--- src/rtl/kce_pkg.sv ---
// Package for the keyframe curve evaluator: widths, codes, state enum.
// No dependencies.
package kce_pkg;
  localparam int unsigned MaxPointsDef = 16;
  localparam int unsigned XW = 17;
  localparam int unsigned AW = 16;
  localparam int unsigned OW = 15;
  localparam int unsigned SW = 3;
  localparam logic [XW-1:0] OneX = 17'h10000;
  localparam logic [OW-1:0] OneAlpha = 15'd16384;

  localparam logic [SW-1:0] StEval = 3'd0;
  localparam logic [SW-1:0] StIns = 3'd1;
  localparam logic [SW-1:0] StRepl = 3'd2;
  localparam logic [SW-1:0] StFull = 3'd3;
  localparam logic [SW-1:0] StEndp = 3'd4;

  localparam logic [1:0] ModeLin = 2'd0;
  localparam logic [1:0] ModeCr = 2'd1;

  localparam logic [1:0] RegMode = 2'd0;
  localparam logic [1:0] RegStart = 2'd1;
  localparam logic [1:0] RegEnd = 2'd2;

  typedef enum logic [3:0] {
    S_IDLE, S_SEARCH, S_SHIFT, S_WRITE, S_FETCH, S_DIV, S_POLY, S_DONE
  } state_e;

  function automatic logic [OW-1:0] clamp_alpha(input logic signed [47:0] v);
    if (v < 0) return '0;
    if (v > 48'sd16384) return OneAlpha;
    return v[OW-1:0];
  endfunction
endpackage

--- src/rtl/kce_if.sv ---
// Valid/ready channel interfaces for the keyframe curve evaluator.
// Depends on nothing.
interface kce_req_if;
  logic valid;
  logic ready;
  logic req_type;
  logic [16:0] point_x;
  logic signed [15:0] point_alpha;
  modport source (output valid, req_type, point_x, point_alpha, input ready);
  modport sink (input valid, req_type, point_x, point_alpha, output ready);
endinterface

interface kce_rsp_if;
  logic valid;
  logic ready;
  logic [14:0] alpha_out;
  logic [2:0] status;
  modport source (output valid, alpha_out, status, input ready);
  modport sink (input valid, alpha_out, status, output ready);
endinterface

interface kce_cfg_if;
  logic valid;
  logic ready;
  logic [1:0] index;
  logic [15:0] data;
  modport source (output valid, index, data, input ready);
  modport sink (input valid, index, data, output ready);
endinterface

--- src/rtl/kce_mac.sv ---
// Shared signed multiply-shift-add unit, registered result.
// Computes floor(a*b/2^sh) + c. Depends on nothing.
module kce_mac (
  input  logic               clk_i,
  input  logic signed [35:0] a_i,
  input  logic        [16:0] b_i,
  input  logic        [4:0]  sh_i,
  input  logic signed [35:0] c_i,
  output logic signed [35:0] r_o
);
  logic signed [53:0] prod;
  always_comb prod = a_i * $signed({1'b0, b_i});
  always_ff @(posedge clk_i) begin
    r_o <= 36'(prod >>> sh_i) + c_i;
  end
endmodule

--- src/rtl/kce_div.sv ---
// Restoring divider, one quotient bit per cycle: q = floor(n*2^16/d), 16 bits.
// Depends on nothing.
module kce_div (
  input  logic        clk_i,
  input  logic        rst_ni,
  input  logic        start_i,
  input  logic [16:0] num_i,
  input  logic [16:0] den_i,
  output logic        done_o,
  output logic [15:0] q_o
);
  logic [17:0] rem_q;
  logic [16:0] den_q;
  logic [15:0] q_q;
  logic [4:0]  cnt_q;
  logic        busy_q;
  logic        done_q;
  logic [17:0] sh;
  always_comb sh = {rem_q[16:0], 1'b0};
  always_ff @(posedge clk_i or negedge rst_ni) begin
    if (!rst_ni) begin
      busy_q <= 1'b0;
      cnt_q <= '0;
      done_q <= 1'b0;
    end else begin
      // flag goes high together with the last quotient bit
      done_q <= busy_q && cnt_q == 5'd1;
      if (start_i) begin
        busy_q <= 1'b1;
        cnt_q <= 5'd16;
      end else if (busy_q) begin
        cnt_q <= cnt_q - 5'd1;
        if (cnt_q == 5'd1) busy_q <= 1'b0;
      end
    end
  end
  always_ff @(posedge clk_i) begin
    if (start_i) begin
      rem_q <= {1'b0, num_i};
      den_q <= den_i;
    end else if (busy_q) begin
      if (sh >= {1'b0, den_q}) begin
        rem_q <= sh - {1'b0, den_q};
        q_q <= {q_q[14:0], 1'b1};
      end else begin
        rem_q <= sh;
        q_q <= {q_q[14:0], 1'b0};
      end
    end
  end
  assign done_o = done_q;
  assign q_o = q_q;
endmodule

--- src/rtl/keyframe_curve_evaluator_top.sv ---
// Keyframe curve evaluator top: point table, sequencer, shared MAC and divider.
// Depends on kce_pkg, kce_if, kce_mac, kce_div.
//
// Usage: req channel takes an insert (req_type 0) or an evaluate (req_type 1)
// item; rsp channel returns one result (alpha_out, status) per item. The cfg
// channel writes curve_mode, start_alpha and end_alpha; the user must write
// them only while the block idles, as the block itself does not enforce it.
// One item at a time: req ready is high only in the idle state with no result
// waiting, so the next item can be taken from the cycle after the result
// transfers. Insert: an endpoint insert, a replace or a full table ends after
// the scan; a new point scans to the slot, shifts one entry a cycle to open
// it, is written, and then the result is loaded. Evaluate: a scan finds the
// segment, the neighbour points are fetched, the one-bit-a-cycle divider
// runs, then the shared multiply-add runs the linear or Catmull-Rom step (any
// other mode gives a constant) and the result is loaded.
// Positions at or past 1.0 return straight from the search step.
// Reset empties the table and sets linear mode, start and end alpha to 1.0.
// A stalled receiver holds the result in the output register; no new item is
// taken until it is transferred.
module keyframe_curve_evaluator_top #(
  parameter int unsigned MAX_POINTS = kce_pkg::MaxPointsDef
) (
  input logic clk_i,
  input logic rst_ni,
  kce_req_if.sink   req,
  kce_rsp_if.source rsp,
  kce_cfg_if.sink   cfg
);
  import kce_pkg::*;
  localparam int unsigned IW = $clog2(MAX_POINTS);
  localparam int unsigned CW = $clog2(MAX_POINTS + 2);

  logic [XW-1:0] pos_mem [MAX_POINTS];
  logic signed [AW-1:0] alp_mem [MAX_POINTS];

  logic [1:0] mode_q;
  logic signed [AW-1:0] sa_q, ea_q;
  logic [CW-1:0] cnt_q, k_q, k_d;
  logic [CW-1:0] sub_k_q;
  state_e st_q, st_d;
  logic typ_q;
  logic [XW-1:0] x_q;
  logic signed [AW-1:0] a_q;
  logic [OW-1:0] out_a_q;
  logic [SW-1:0] out_s_q;
  logic ovld_q;
  logic [2:0] sub_q;
  logic signed [AW-1:0] p_q [4];
  logic [XW-1:0] x0_q, x1_q;
  logic [15:0] t_q;

  // full-curve position at index k (0 start, n+1 end)
  function automatic logic [XW-1:0] pos_at(input logic [CW-1:0] k,
      input logic [CW-1:0] n, input logic [XW-1:0] m);
    if (k == '0) return '0;
    if (k > n) return OneX;
    return m;
  endfunction

  logic [IW-1:0] scan_ix;
  logic [XW-1:0] scan_pos;
  logic signed [AW-1:0] scan_alp;
  always_comb begin
    scan_ix = IW'(k_q - CW'(1));
    scan_pos = pos_mem[scan_ix];
    scan_alp = alp_mem[scan_ix];
  end

  // fetch index for neighbour points: seg is i=k_q, points i-2..i+1
  logic [CW-1:0] f_k;
  logic [IW-1:0] f_ix;
  logic signed [AW-1:0] f_alp;
  always_comb begin
    unique case (sub_q[1:0])
      2'd0: f_k = (k_q >= CW'(2)) ? k_q - CW'(2) : '0;
      2'd1: f_k = k_q - CW'(1);
      2'd2: f_k = k_q;
      default: f_k = (k_q == cnt_q + CW'(1)) ? k_q : k_q + CW'(1);
    endcase
    f_ix = IW'(f_k - CW'(1));
    if (f_k == '0) f_alp = sa_q;
    else if (f_k > cnt_q) f_alp = ea_q;
    else f_alp = alp_mem[f_ix];
  end

  logic div_start, div_done;
  logic [15:0] div_q;
  logic [XW-1:0] dnum, dden;
  assign dnum = x_q - x0_q;
  assign dden = x1_q - x0_q;
  kce_div u_div (.clk_i, .rst_ni, .start_i(div_start), .num_i(dnum),
    .den_i(dden), .done_o(div_done), .q_o(div_q));

  // coefficients
  logic signed [33:0] c0, c1, c2, c3;
  always_comb begin
    c0 = 34'(2 * 34'(p_q[1]));
    c1 = 34'(p_q[2]) - 34'(p_q[0]);
    c2 = 34'(2 * 34'(p_q[0])) - 34'(5 * 34'(p_q[1])) + 34'(4 * 34'(p_q[2]))
       - 34'(p_q[3]);
    c3 = 34'(3 * 34'(p_q[1])) - 34'(3 * 34'(p_q[2])) + 34'(p_q[3]) - 34'(p_q[0]);
  end

  // Catmull-Rom: seed with c3 on the first pass, then chain the MAC result
  logic signed [35:0] m_a;
  logic [16:0] m_b;
  logic [4:0] m_sh;
  logic signed [35:0] m_c, m_r;
  always_comb begin
    m_a = (sub_q == 3'd0) ? 36'(c3) <<< 16 : m_r;
    m_b = {1'b0, t_q};
    m_sh = 5'd16;
    m_c = '0;
    if (mode_q == ModeLin) begin
      // floor(d*t/2^15) + 1, halved later, rounds d*t/2^16 to nearest
      m_a = 36'(p_q[2]) - 36'(p_q[1]);
      m_sh = 5'd15;
      m_c = 36'sd1;
    end else begin
      unique case (sub_q[1:0])
        2'd0: m_c = 36'(c2) <<< 16;
        2'd1: m_c = 36'(c1) <<< 16;
        default: m_c = 36'(c0) <<< 16;
      endcase
    end
  end
  kce_mac u_mac (.clk_i, .a_i(m_a), .b_i(m_b), .sh_i(m_sh), .c_i(m_c), .r_o(m_r));

  logic acc_req, acc_rsp;
  assign req.ready = (st_q == S_IDLE) && !ovld_q;
  assign acc_req = req.valid && req.ready;
  assign acc_rsp = rsp.valid && rsp.ready;
  assign cfg.ready = 1'b1;
  assign rsp.valid = ovld_q;
  assign rsp.alpha_out = out_a_q;
  assign rsp.status = out_s_q;

  logic scan_hit;
  always_comb begin
    scan_hit = (k_q > cnt_q) || !(scan_pos < x_q);
    if (typ_q) scan_hit = (k_q > cnt_q) || (x_q < scan_pos);
  end

  always_comb begin
    st_d = st_q;
    k_d = k_q;
    unique case (st_q)
      S_IDLE: if (acc_req) begin
        st_d = S_SEARCH; k_d = CW'(1);
      end
      S_SEARCH: begin
        if (!typ_q) begin
          if (x_q == '0 || x_q >= OneX) st_d = S_DONE;
          else if (scan_hit) begin
            if (k_q <= cnt_q && scan_pos == x_q) st_d = S_DONE;
            else if (cnt_q >= CW'(MAX_POINTS)) st_d = S_DONE;
            else begin st_d = S_SHIFT; k_d = cnt_q + CW'(1); end
          end else k_d = k_q + CW'(1);
        end else begin
          if (x_q >= OneX) st_d = S_DONE;
          else if (scan_hit || k_q == cnt_q + CW'(1)) st_d = S_FETCH;
          else k_d = k_q + CW'(1);
        end
      end
      S_SHIFT: if (k_q == sub_k_q) st_d = S_WRITE; else k_d = k_q - CW'(1);
      S_WRITE: st_d = S_DONE;
      S_FETCH: if (sub_q == 3'd4) st_d = S_DIV;
      S_DIV: if (div_done) st_d = S_POLY;
      S_POLY: begin
        if (mode_q == ModeLin && sub_q == 3'd1) st_d = S_DONE;
        else if (mode_q == ModeCr && sub_q == 3'd3) st_d = S_DONE;
        else if (mode_q != ModeLin && mode_q != ModeCr) st_d = S_DONE;
      end
      S_DONE: st_d = S_IDLE;
      default: st_d = S_IDLE;
    endcase
  end

  assign div_start = (st_q == S_FETCH) && sub_q == 3'd4;

  always_ff @(posedge clk_i or negedge rst_ni) begin
    if (!rst_ni) begin
      st_q <= S_IDLE;
      cnt_q <= '0;
      mode_q <= '0;
      sa_q <= 16'sd16384;
      ea_q <= 16'sd16384;
      ovld_q <= 1'b0;
      sub_q <= '0;
    end else begin
      st_q <= st_d;
      if (cfg.valid) begin
        unique case (cfg.index)
          RegMode: mode_q <= cfg.data[1:0];
          RegStart: sa_q <= cfg.data;
          RegEnd: ea_q <= cfg.data;
          default: ;
        endcase
      end
      if (acc_rsp) ovld_q <= 1'b0;
      if (st_q == S_DONE) ovld_q <= 1'b1;
      if (st_q == S_WRITE) cnt_q <= cnt_q + CW'(1);
      if (st_d != st_q) sub_q <= '0;
      else sub_q <= sub_q + 3'd1;
    end
  end

  always_ff @(posedge clk_i) begin
    k_q <= k_d;
    if (acc_req) begin
      typ_q <= req.req_type; x_q <= req.point_x; a_q <= req.point_alpha;
    end
    unique case (st_q)
      S_SEARCH: begin
        sub_k_q <= k_q;
        if (!typ_q) begin
          out_a_q <= '0;
          if (x_q == '0 || x_q >= OneX) out_s_q <= StEndp;
          else if (scan_hit && k_q <= cnt_q && scan_pos == x_q) begin
            alp_mem[scan_ix] <= a_q; out_s_q <= StRepl;
          end else if (scan_hit && cnt_q >= CW'(MAX_POINTS)) out_s_q <= StFull;
          else out_s_q <= StIns;
        end else begin
          out_s_q <= StEval;
          out_a_q <= clamp_alpha(48'(ea_q));
          x1_q <= pos_at(k_q, cnt_q, scan_pos);
        end
      end
      S_SHIFT: if (k_q != sub_k_q) begin
        pos_mem[IW'(k_q - CW'(1))] <= pos_mem[IW'(k_q - CW'(2))];
        alp_mem[IW'(k_q - CW'(1))] <= alp_mem[IW'(k_q - CW'(2))];
      end
      S_WRITE: begin
        pos_mem[IW'(sub_k_q - CW'(1))] <= x_q;
        alp_mem[IW'(sub_k_q - CW'(1))] <= a_q;
      end
      S_FETCH: begin
        if (sub_q < 3'd4) p_q[sub_q[1:0]] <= f_alp;
        if (sub_q == 3'd1)
          x0_q <= pos_at(f_k, cnt_q, pos_mem[f_ix]);
      end
      S_DIV: if (div_done) t_q <= div_q;
      S_POLY: begin
        if (mode_q == ModeLin) begin
          if (sub_q == 3'd1) out_a_q <= clamp_alpha(48'(m_r >>> 1) + 48'(p_q[1]));
        end else if (mode_q == ModeCr) begin
          if (sub_q == 3'd3)
            out_a_q <= clamp_alpha((48'(m_r) + 48'sd65536) >>> 17);
        end else out_a_q <= OneAlpha;
      end
      default: ;
    endcase
  end
endmodule
--- src/flat_wrapper.sv ---
// flat-port wrapper written by rule: the top's interface ports become plain ports
module keyframe_curve_evaluator_top_flat import kce_pkg::*;
#(
  parameter int unsigned MAX_POINTS = kce_pkg::MaxPointsDef
)
  (clk_i, rst_ni, req_valid, req_req_type, req_point_x, req_point_alpha, req_ready, rsp_valid, rsp_alpha_out, rsp_status, rsp_ready, cfg_valid, cfg_index, cfg_data, cfg_ready);
  kce_req_if req_i ();
  kce_rsp_if rsp_i ();
  kce_cfg_if cfg_i ();
  input logic clk_i;
  input logic rst_ni;
  input wire logic [$bits(req_i.valid)-1:0] req_valid;
  input wire logic [$bits(req_i.req_type)-1:0] req_req_type;
  input wire logic [$bits(req_i.point_x)-1:0] req_point_x;
  input wire logic [$bits(req_i.point_alpha)-1:0] req_point_alpha;
  output wire logic [$bits(req_i.ready)-1:0] req_ready;
  output wire logic [$bits(rsp_i.valid)-1:0] rsp_valid;
  output wire logic [$bits(rsp_i.alpha_out)-1:0] rsp_alpha_out;
  output wire logic [$bits(rsp_i.status)-1:0] rsp_status;
  input wire logic [$bits(rsp_i.ready)-1:0] rsp_ready;
  input wire logic [$bits(cfg_i.valid)-1:0] cfg_valid;
  input wire logic [$bits(cfg_i.index)-1:0] cfg_index;
  input wire logic [$bits(cfg_i.data)-1:0] cfg_data;
  output wire logic [$bits(cfg_i.ready)-1:0] cfg_ready;
  assign req_i.valid = req_valid;
  assign req_i.req_type = req_req_type;
  assign req_i.point_x = req_point_x;
  assign req_i.point_alpha = req_point_alpha;
  assign req_ready = req_i.ready;
  assign rsp_valid = rsp_i.valid;
  assign rsp_alpha_out = rsp_i.alpha_out;
  assign rsp_status = rsp_i.status;
  assign rsp_i.ready = rsp_ready;
  assign cfg_i.valid = cfg_valid;
  assign cfg_i.index = cfg_index;
  assign cfg_i.data = cfg_data;
  assign cfg_ready = cfg_i.ready;
  keyframe_curve_evaluator_top #(.MAX_POINTS(MAX_POINTS)) u_core (.clk_i(clk_i), .rst_ni(rst_ni), .req(req_i), .rsp(rsp_i), .cfg(cfg_i));
endmodule
--- config.mk ---
export PLATFORM = sky130hd
export DESIGN_NAME = keyframe_curve_evaluator_top_flat
export DESIGN_NICKNAME = d
export VERILOG_FILES = /design/src/rtl/kce_pkg.sv /design/src/rtl/kce_if.sv /design/src/rtl/kce_mac.sv /design/src/rtl/kce_div.sv /design/src/rtl/keyframe_curve_evaluator_top.sv /design/src/flat_wrapper.sv
export SDC_FILE = /design/constraint.sdc
export NUM_CORES = 2
export LEC_CHECK = 0
export BUFFER_PORTS_ARGS = -buffer_cell sky130_fd_sc_hd__clkbuf_2
export CAP_MARGIN = 20
export CORE_MARGIN = 10
export CORE_UTILIZATION = 39
export DETAILED_ROUTE_END_ITERATION = 7
export PLACE_DENSITY_LB_ADDON = 0.2
export SKIP_CTS_REPAIR_TIMING = 1
export SYNTH_ARGS = -nofsm -noshare
export SYNTH_HDL_FRONTEND = slang
export SYNTH_SLANG_ARGS = --single-unit
--- constraint.sdc ---
create_clock -name clk_i -period 16.1 [get_ports clk_i]
set_input_delay 1.61 -clock clk_i [delete_from_list [all_inputs] [get_ports clk_i]]
set_output_delay 1.61 -clock clk_i [all_outputs]
set_load 0.1 [all_outputs]
==> results.cfg <==
[run_status]
status = finished, final reports clean

[routing]
post-route-drc-count = 0
drt.antenna.violating_nets = 0
vias = 49300
wire_per_inst_um = 23.4
avgViaCountPerCell = 5.53
wl_um = 208000
drtIter0Drc = 3766
first_pass_iters = 5

[setup_path]
slowest_delay_ps = 950
cp_common_cell = fa_1
critPathKind = flip-flop to flip-flop
critPathMaxFanout = 23
cp_data_arrival_time_ps = 14840
crit_buf_inv = 5
worstSetupEndpointType = flip-flop
cp-start-kind = flip-flop
critPathRequiredTime_ps = 16680
worst_path_max_delay_cell = fa_1
cp_top_family = adder cells

[floorplan]
die_area_sq_um = 206000
rows = 159
initial_core_util_pct = 39.1
ioPinCount = 78
die_w_um = 453
coreArea_sq_um = 187000
die_h_um = 453

[grt]
grt_max_degree = 122
grt_pass1_wl_um = 319000
grt_overflow = 0
grt_pass1_vias = 51200
antenna_found_initial = 6
grt_use_total_pct = 20.2

[layout]
drive_gt1_share_pct = 13.2
fill_cells = 17500
syn_to_final_growth_pct = 9.10
final_util_pct = 42.7
multi_input_area_sq_um = 44100
fin_nets = 7470
seq_area_sq_um = 24700

[synthesis]
synth.avg_cell_area_sq_um = 11.6
synth_edf_count = 754
ys_seq_elements = 844
synth-async-reset-ratio_pct = 6.40
synth_warnings = 0
ys.flop_type = edfxtp_1
yosysSeqAreaShare_pct = 33.7
synth_fp_nets = 7473
synth.cell_area_sq_um = 73200
synth.distinct_cells = 103
synth_cells = 6341

[clock_network]
clockRootBuffer = clkbuf_16
cts_tree = built
path_clk_slew_ps = 80
clock_sinks = 844
cts-htree-levels = 3
cts_buffer_depth = 3
cts_buffers = 91
worstSkewPairLatency_ps = 740

[placement]
hpwl_um = 150000
port_buffers = 76
gp_congestion = 0.925

[sta]
min_period_ps = 14260
drv_slew = 0
fin_skew_ps = 67.3
finalSetupViolCount = 0
finalHoldViolations = 0
tightest_slew_ps = 1120
rsz0062_at_grt = no
timing.final.crit_share_pct = 88.6
relSlewSlack_pct = 24.4
fmax_ghz = 0.0701
tns_ps = 0

[job]
max_cap_violations = 0

[hold_path]
worstHoldPathType = flip-flop to flip-flop
==> cell usage after synthesis, types with 93 or more instances <==
cell	n	area (sq um)
xnor2_1	158	1380
nand2_1	595	2230
ha_1	443	5540
mux4_2	373	8400
clkbuf_1	217	815
and2_1	192	1200
nor2_1	242	908
o21ai_0	174	871
a21oi_1	240	1200
nand3_1	114	571
fa_1	632	12700
inv_1	950	3570
edfxtp_1	754	22600
and3_1	93	582
==> layer usage <==
layer	GRT usage (%)	up-vias	part of all wire [%]
li1	-	22200	-
met2	34.8	1399	49
met4	6.33	4	3.1
met3	2.24	290	5.3
met1	26.7	25400	42
met5	0	-	0.011
==> state kept, by name, summed over array words and instances (netlist names), 2 cells and up <==
signal / cells
u_core.pos_mem: 272
u_core.alp_mem: 256
u_core.p_q: 64
u_core.u_mac.r_o: 36
u_core.u_div.den_q: 17
u_core.u_div.rem_q: 17
u_core.x0_q: 17
u_core.x1_q: 17
u_core.x_q: 17
u_core.a_q: 16
u_core.ea_q: 16
u_core.sa_q: 16
u_core.t_q: 16
u_core.u_div.q_o: 16
u_core.rsp.alpha_out: 15
u_core.cnt_q: 5
u_core.k_q: 5
u_core.sub_k_q: 5
u_core.u_div.cnt_q: 5
u_core.st_q: 4
u_core.rsp.status: 3
u_core.sub_q: 3
u_core.mode_q: 2
==> through the flow <==
step	instances	area (sq um)	hold WS [ps]	setup slack (ps)
3_5_place_dp	8739	76800	410	1970
2_1_floorplan	6341	73200	400	3450
6_report	8909	79900	406	1840
4_1_cts	8907	79900	399	1870
3_3_place_gp	8738	76800	405	2070
5_1_grt	8908	79900	415	907
==> cell usage in the layout, fill, tap and decap left out, types with 40 or more instances in the layout <==
cell type / netlist / final
a211oi_1: 47 / 47
a21o_1: 67 / 67
a21oi_1: 240 / 240
and2_1: 192 / 191
and3_1: 93 / 93
buf_4: 4 / 126
clkbuf_16: 0 / 91
clkbuf_2: 0 / 75
dfrtp_1: 52 / 52
edfxtp_1: 754 / 754
fa_1: 632 / 632
ha_1: 443 / 440
inv_1: 950 / 949
mux2_2: 53 / 53
mux2i_1: 63 / 63
mux4_2: 373 / 373
nand2_1: 595 / 595
nand3_1: 114 / 113
nor2_1: 242 / 210
nor2b_1: 62 / 62
nor3_1: 78 / 77
o21a_1: 42 / 41
o21ai_0: 174 / 159
o21ai_1: 27 / 40
xnor2_1: 158 / 155
xor2_1: 92 / 90
==> kinds of logic (layout without fill, tap and decap cells) <==
| logic type | count (synthesis) | count (layout) | synth area share (%) |
|---|---|---|---|
| XOR/XNOR | 251 | 251 | 3.02 |
| multiplexers | 514 | 514 | 14.0 |
| AO/OA/AOI/OAI | 888 | 888 | 7.88 |
| other | 2 | 3 | 0.0103 |
| buffers and inverters | 1251 | 1323 | 6.59 |
| adder cells (fa/ha/maj) | 1075 | 1075 | 24.8 |
| flip-flops | 844 | 844 | 33.7 |
| AND/OR/NAND/NOR | 1516 | 1516 | 9.89 |
==> worst reg2reg max path: cells and delay by family (launching register included) <==
kind                     cells  cell delay, ps
adder cells (fa/ha/maj)     14            6580
AO/OA/AOI/OAI               21            4280
AND/OR/NAND/NOR              8            1920
flip-flops                   1             560
XOR/XNOR                     3             480
buffers and inverters        5             320
==> cell type report <==
class	count	area share [%]
multi-input cells	4246	55.1
inverters	951	4.47
diodes	1	0.00313
clock inverters	57	0.892
flip-flops and latches	844	30.9
clock buffers	111	2.98
repair buffers	204	1.69
well taps	2495	3.91
==> final timing paths <==
kind	startpoint	to	slack, ps	cells past startpoint
max	u_core.p_q[1][1]$_DFFE_PP_	u_core.u_mac.r_o[35]$_DFF_P_	1840	51
min	u_core.u_div.q_o[0]$_DFFE_PP_	u_core.t_q[0]$_DFFE_PP_	410	0
max reg2reg	u_core.p_q[1][1]$_DFFE_PP_	u_core.u_mac.r_o[35]$_DFF_P_	1840	51
min reg2reg	u_core.u_div.q_o[0]$_DFFE_PP_	u_core.t_q[0]$_DFFE_PP_	410	0
max in group asynchronous	rst_ni	u_core.sub_q[0]$_DFF_PN0_	14560	1
min in group asynchronous	rst_ni	u_core.mode_q[1]$_DFFE_PN0P_	950	1
Power is left out: the tool's default activity adds up to more than one toggle a clock period on the data nets, which glitch-free logic cannot reach.
